$ cat config.mk
export PLATFORM = sky130hd
export DESIGN_NAME = aws_cordic_chain
export DESIGN_NICKNAME = d
export VERILOG_FILES = /design/src/design/aws_pkg.sv /design/src/design/aws_cordic_cell.sv /design/src/design/aws_cordic_chain.sv
export SDC_FILE = /design/constraint.sdc
export NUM_CORES = 2
export LEC_CHECK = 0
export ABC_CLOCK_PERIOD_IN_PS = 6900
export BUFFER_PORTS_ARGS = -buffer_cell sky130_fd_sc_hd__buf_2
export CAP_MARGIN = 20
export CORE_ASPECT_RATIO = 1.5
export CORE_UTILIZATION = 66
export CTS_CLUSTER_SIZE = 28
export DETAILED_ROUTE_END_ITERATION = 12
export PLACE_DENSITY_LB_ADDON = 0.2
export SETUP_SLACK_MARGIN = 0.2
export SYNTH_ARGS = -nofsm -noshare
export SYNTH_HDL_FRONTEND = slang
export SYNTH_SLANG_ARGS = --single-unit
export TNS_END_PERCENT = 30
$ cat constraint.sdc
create_clock -name i_clk -period 6.9 [get_ports i_clk]
set_clock_uncertainty 0.15 [all_clocks]
set_input_delay 1.38 -clock i_clk [delete_from_list [all_inputs] [get_ports i_clk]]
set_output_delay 1.38 -clock i_clk [all_outputs]
set_load 0.005 [all_outputs]
$ cat src/design/aws_pkg.sv
// ----------------------------------------------------------------------------
// aws_pkg
// Shared types, constants and helpers for the array steering weight core.
// ----------------------------------------------------------------------------
`default_nettype none

package aws_pkg;

    localparam int ATAN_ENTRIES        = 24;
    localparam int DEF_CORDIC_STAGES   = 16;
    localparam int CORDIC_XW           = 34;   // CORDIC x/y datapath width
    localparam int CORDIC_ZW           = 33;   // CORDIC residual angle width
    localparam int TRIG_W              = 32;   // cos/sin result width, Q.30
    localparam int ANG_W               = 32;   // angle, 2^32 is one turn
    localparam logic signed [CORDIC_XW-1:0] CORDIC_GAIN = 34'sd652032874;
    localparam logic [15:0] SCALE_RESET = 16'd32768;

    typedef struct packed {
        logic               mode;
        logic [15:0]        inclination;
        logic [15:0]        azimuth;
        logic signed [15:0] pos_x;
        logic signed [15:0] pos_y;
        logic signed [15:0] pos_z;
    } t_in_item;

    typedef struct packed {
        logic signed [15:0] weight_re;
        logic signed [15:0] weight_im;
    } t_out_item;

    // atan(2^-i) in 32-bit turns.
    function automatic logic [31:0] atan_turn(input int idx);
        logic [31:0] v;
        case (idx)
            0:       v = 32'h20000000;
            1:       v = 32'h12E4051E;
            2:       v = 32'h09FB385B;
            3:       v = 32'h051111D4;
            4:       v = 32'h028B0D43;
            5:       v = 32'h0145D7E1;
            6:       v = 32'h00A2F61E;
            7:       v = 32'h00517C55;
            8:       v = 32'h0028BE53;
            9:       v = 32'h00145F2F;
            10:      v = 32'h000A2F98;
            11:      v = 32'h000517CC;
            12:      v = 32'h00028BE6;
            13:      v = 32'h000145F3;
            14:      v = 32'h0000A2FA;
            15:      v = 32'h0000517D;
            16:      v = 32'h000028BE;
            17:      v = 32'h0000145F;
            18:      v = 32'h00000A30;
            19:      v = 32'h00000518;
            20:      v = 32'h0000028C;
            21:      v = 32'h00000146;
            22:      v = 32'h000000A3;
            23:      v = 32'h00000051;
            default: v = 32'h00000000;
        endcase
        return v;
    endfunction

    function automatic logic signed [15:0] sat16(input logic signed [49:0] v);
        logic signed [15:0] r;
        if (v > 50'sd32767) begin
            r = 16'sh7FFF;
        end else if (v < -50'sd32768) begin
            r = 16'sh8000;
        end else begin
            r = v[15:0];
        end
        return r;
    endfunction

endpackage

`default_nettype wire

$ cat src/design/aws_cordic_cell.sv
// ----------------------------------------------------------------------------
// aws_cordic_cell
// One rotation-mode CORDIC micro-rotation with its output register.
// ----------------------------------------------------------------------------
`default_nettype none

module aws_cordic_cell #(
    parameter int IDX    = 0,
    parameter int SIDE_W = 1
) (
    input  wire logic                                  i_clk,
    input  wire logic                                  i_rst_n,
    input  wire logic                                  i_en,
    input  wire logic                                  i_valid,
    input  wire logic signed [aws_pkg::CORDIC_XW-1:0]  i_x,
    input  wire logic signed [aws_pkg::CORDIC_XW-1:0]  i_y,
    input  wire logic signed [aws_pkg::CORDIC_ZW-1:0]  i_z,
    input  wire logic [SIDE_W-1:0]                     i_side,
    output logic                                       o_valid,
    output logic signed [aws_pkg::CORDIC_XW-1:0]       o_x,
    output logic signed [aws_pkg::CORDIC_XW-1:0]       o_y,
    output logic signed [aws_pkg::CORDIC_ZW-1:0]       o_z,
    output logic [SIDE_W-1:0]                          o_side
);

    logic signed [aws_pkg::CORDIC_XW-1:0] dx, dy, n_x, n_y;
    logic signed [aws_pkg::CORDIC_ZW-1:0] atn, n_z;
    logic r_valid;
    logic signed [aws_pkg::CORDIC_XW-1:0] r_x, r_y;
    logic signed [aws_pkg::CORDIC_ZW-1:0] r_z;
    logic [SIDE_W-1:0] r_side;

    assign atn = $signed({1'b0, aws_pkg::atan_turn(IDX)});
    assign dx  = i_y >>> IDX;
    assign dy  = i_x >>> IDX;

    always_comb begin
        if (!i_z[aws_pkg::CORDIC_ZW-1]) begin
            n_x = i_x - dx;
            n_y = i_y + dy;
            n_z = i_z - atn;
        end else begin
            n_x = i_x + dx;
            n_y = i_y - dy;
            n_z = i_z + atn;
        end
    end

    always_ff @(posedge i_clk) begin
        if (!i_rst_n) begin
            r_valid <= 1'b0;
        end else if (i_en) begin
            r_valid <= i_valid;
        end
    end

    always_ff @(posedge i_clk) begin
        if (i_en) begin
            r_x    <= n_x;
            r_y    <= n_y;
            r_z    <= n_z;
            r_side <= i_side;
        end
    end

    assign o_valid = r_valid;
    assign o_x     = r_x;
    assign o_y     = r_y;
    assign o_z     = r_z;
    assign o_side  = r_side;

endmodule

`default_nettype wire

$ cat src/design/aws_cordic_chain.sv
// ----------------------------------------------------------------------------
// aws_cordic_chain
// Quadrant split, a row of CORDIC cells, and the quadrant fold-back.
// ----------------------------------------------------------------------------
`default_nettype none

module aws_cordic_chain #(
    parameter int STAGES = aws_pkg::DEF_CORDIC_STAGES,
    parameter int SIDE_W = 1
) (
    input  wire logic                                i_clk,
    input  wire logic                                i_rst_n,
    input  wire logic                                i_en,
    input  wire logic                                i_valid,
    input  wire logic [aws_pkg::ANG_W-1:0]           i_ang,
    input  wire logic [SIDE_W-1:0]                   i_side,
    output logic                                     o_valid,
    output logic signed [aws_pkg::TRIG_W-1:0]        o_cos,
    output logic signed [aws_pkg::TRIG_W-1:0]        o_sin,
    output logic [SIDE_W-1:0]                        o_side
);

    localparam int XW = aws_pkg::CORDIC_XW;
    localparam int ZW = aws_pkg::CORDIC_ZW;
    localparam int TW = aws_pkg::TRIG_W;
    localparam int CW = SIDE_W + 2;

    logic [aws_pkg::ANG_W-1:0] ang_rnd, res;
    logic [1:0] quad, q_out;

    logic                 v_s [STAGES+1];
    logic signed [XW-1:0] x_s [STAGES+1];
    logic signed [XW-1:0] y_s [STAGES+1];
    logic signed [ZW-1:0] z_s [STAGES+1];
    logic [CW-1:0]        c_s [STAGES+1];

    logic signed [XW-1:0] xf, yf, nx, ny;

    assign ang_rnd = i_ang + 32'h2000_0000;
    assign quad    = ang_rnd[31:30];
    assign res     = i_ang - {quad, 30'd0};

    assign v_s[0] = i_valid;
    assign x_s[0] = aws_pkg::CORDIC_GAIN;
    assign y_s[0] = '0;
    assign z_s[0] = $signed({res[31], res});
    assign c_s[0] = {quad, i_side};

    for (genvar g = 0; g < STAGES; g++) begin : g_cell
        aws_cordic_cell #(
            .IDX    (g),
            .SIDE_W (CW)
        ) u_cell (
            .i_clk   (i_clk),
            .i_rst_n (i_rst_n),
            .i_en    (i_en),
            .i_valid (v_s[g]),
            .i_x     (x_s[g]),
            .i_y     (y_s[g]),
            .i_z     (z_s[g]),
            .i_side  (c_s[g]),
            .o_valid (v_s[g+1]),
            .o_x     (x_s[g+1]),
            .o_y     (y_s[g+1]),
            .o_z     (z_s[g+1]),
            .o_side  (c_s[g+1])
        );
    end

    // The final residual angle is not needed.
    assign xf    = x_s[STAGES];
    assign yf    = y_s[STAGES];
    assign q_out = c_s[STAGES][CW-1:CW-2];
    assign nx    = -xf;
    assign ny    = -yf;

    always_comb begin
        case (q_out)
            2'd0:    begin o_cos = xf[TW-1:0]; o_sin = yf[TW-1:0]; end
            2'd1:    begin o_cos = ny[TW-1:0]; o_sin = xf[TW-1:0]; end
            2'd2:    begin o_cos = nx[TW-1:0]; o_sin = ny[TW-1:0]; end
            default: begin o_cos = yf[TW-1:0]; o_sin = nx[TW-1:0]; end
        endcase
    end

    assign o_valid = v_s[STAGES];
    assign o_side  = c_s[STAGES][SIDE_W-1:0];

endmodule

`default_nettype wire

==> run summary <==
Status = finished clean
Arrival @ worst endpoint = 4.48 ns
Cell with the most instances after synthesis = edfxtp_1
Worst hold slack = 0.252 ns
Synth area leader = edfxtp_1
Post-Route WL = 349,000 um
Reg2reg path depth = 15
Die H = 536 um
Clock-pin slew on the worst setup and hold paths = 0.06 ns
Largest cells by area after synthesis = edfxtp_1, ha_1, xnor2_1
Yosys top cell area share = 36.0%
Highest Clock Rate = 166 MHz
DR vias = 101,000
Critical path endpoint category = output pin
Setup TNS = 0 ns
Global-route wire length before repair = 540,000 um
Sequential fraction of the synthesis area = 36.3%
IO Port Bufs = 102
Max-Cap Viols = 0
Synth Cell Area = 125,000 um^2
Die width = 358 um
Fraction of layout cells with a size suffix above 1 = 4.48%
Min-Delay Endpoint = g_cell[6].u_cell.o_side[2]$_DFFE_PP_
Ys async rst share = 0%
Max-slew violations = 0
Post-DP HPWL = 274,000 um
PostCTS Resize Cnt = 0
Average cell area after synthesis = 9.65 um^2
Fin. Hold Viols = 0
Synth cell count leaders = edfxtp_1, a21oi_1, ha_1
Worst R2R Start = g_cell[10].u_cell.o_y[13]$_DFFE_PP_
GRT Total Usage = 35.6%
Syn_nets = 14,500
Rel. slew slack = 18.5%
Number of global-route vias before repair = 101,000
Ys Warns = 0
Top_reg_cell synth = edfxtp_1
Drt wl/cell = 22.1 um
Root buf cell = clkbuf_16
Crit path max fanout = 5
Hold Path Stages = 0
Cts bufs inserted = 164
Clock sinks = 1,520
Critical path launch point type = flip-flop
DRT antenna net count = 0
GRT overflow = 0
Core ar. = 188,000 um^2
Nets@finish = 14,600
Hold Path Origin = g_cell[5].u_cell.o_side[2]$_DFFE_PP_
Minimum clock period = 6.01 ns
DRC Markers = 0
Area growth from synthesis to final layout = 7.17%
Critical path class = flip-flop to output pin
Insertion delay to the later sink of the worst-skew pair = 0.85 ns
CTS tree = done
I/O pin cnt = 103
Drt pass-1 iters = 8
Final period utilization = 87.1%
Antenna violations before repair = 10
Worst Tran Pin Value = 1.21 ns
Number of synthesized flops with an enable pin = 1,504
Required @ worst endpoint = 5.37 ns
Row count = 195
Average vias per placed instance = 6.44
Final setup fails = 0
Area of the die = 192,000 um^2
Mapped Cells = 13,000
Reg2reg end = g_cell[11].u_cell.o_x[33]$_DFFE_PP_
Hold Crit Class = flip-flop to flip-flop
Unrepaired setup endpoints after global routing = no
R2R setup slack = 0.96 ns
Initial drt markers = 7,966
Gpl congestion = 1.01
H-tree depth = 4
Hold-fix buffers, CTS = 0
Largest net degree at the start of global routing = 184
Post-CTS Setup Repair Bufs = 0
Synth cell types = 102
Number of synthesized register bits = 1,520
CTS max path bufs = 4
Initial core utilization = 66.6%
## cells in the final DEF, fill, tap and decap left out, types with 31 or more instances in the layout
cell,instances
o21bai_1,169
ha_1,1382
o31ai_1,54
nand2b_1,208
nor3b_1,34
a21oi_1,1453
and2_1,79
a21boi_0,45
nand4_1,73
fa_1,44
nand2_1,606
a31oi_1,143
xnor2_1,1248
o21a_1,209
buf_4,72
o21ai_0,616
xor2_1,671
inv_1,573
mux2_2,51
a211oi_1,119
buf_2,101
edfxtp_1,1504
clkbuf_16,169
o211ai_1,55
nor3_1,342
or4_1,31
o41ai_1,34
or2_2,41
or3_1,89
nand3_1,207
nor4_1,93
nor2_1,1152
a31o_2,32
mux2i_1,76
and3_1,103
a21o_1,645
nor2b_1,177
## cell families after synthesis
kind of cell / Yosys count / share of synthesized area, %
fa+ha+maj: 1426 / 14.5
buf+inv: 766 / 2.29
other cells: 1 / 0.00299
compound gates: 3903 / 19.6
xor+xnor: 1919 / 13.4
flops: 1520 / 36.3
mux: 129 / 1.10
simple gates: 3330 / 12.9
## registers in the layout, summed over array words and instances (netlist names)
signal,flops
g_cell.u_cell.o_side,48
g_cell.u_cell.o_z,461
g_cell.u_cell.o_y,509
g_cell.u_cell.o_valid,16
g_cell.u_cell.o_x,486
## layout make-up
class	instances	area (um^2)
Multi-Input combinational cell	10700	77000
Clock inverter	96	938
Inverter	574	2150
Antenna cell	7	17.5
Sequential cell	1520	45500
Timing Repair Buffer	189	1360
Tap cell	2462	3080
Clock buffer	191	4310
Fill cell	13900	54000
## worst max path at each step
stage | from | to | slack, ns | cells after the start
floorplan | g_cell[11].u_cell.o_x[12]$_DFFE_PP_ | g_cell[12].u_cell.o_y[33]$_DFFE_PP_ | 2.07 | 21
global placement | g_cell[11].u_cell.o_x[12]$_DFFE_PP_ | g_cell[12].u_cell.o_y[32]$_DFFE_PP_ | 1.15 | 21
detailed placement | g_cell[11].u_cell.o_x[13]$_DFFE_PP_ | g_cell[12].u_cell.o_y[32]$_DFFE_PP_ | 1.10 | 21
CTS | g_cell[15].u_cell.o_y[0]$_DFFE_PP_ | o_cos[28] | 0.85 | 14
global route | g_cell[11].u_cell.o_x[13]$_DFFE_PP_ | g_cell[12].u_cell.o_y[32]$_DFFE_PP_ | 0.51 | 21
finish | g_cell[15].u_cell.o_y[0]$_DFFE_PP_ | o_cos[28] | 0.89 | 14
## worst max-delay path, cell delays in order, from the launching register on
cell and delay (ns):
edfxtp_1 0.45, inv_1 0.10, ha_1 0.18, or3b_1 0.41, or3_4 0.39, nor2_4 0.15, nand3_2 0.11, or3_4 0.46
or4_4 0.53, nand2b_4 0.18, nor2_1 0.12, nor2_1 0.06, xnor2_1 0.16, a21oi_1 0.20, buf_2 0.15
## per-stage QoR
step	area (um^2)	worst slack, ns	std cells	utilization [%]
2_1_floorplan	125000	2.07	13000	-
3_3_place_gp	129000	1.15	15400	68.5
6_report	134000	0.890	15700	71.3
3_5_place_dp	129000	1.10	15400	68.5
4_1_cts	134000	0.847	15700	71.3
5_1_grt	134000	0.510	15700	71.3
## routing by layer
| metal | vias up | wire length (um) | global-route usage (%) |
|---|---|---|---|
| met4 | 2 | 29200 | 26.3 |
| met5 | - | 13 | 0 |
| met3 | 1305 | 18600 | 4.90 |
| met2 | 3598 | 175000 | 64.0 |
| met1 | 48200 | 126000 | 37.8 |
| li1 | 48400 | - | - |
Power is left out: the tool's default activity adds up to more than one toggle a clock period on the data nets, which glitch-free logic cannot reach.
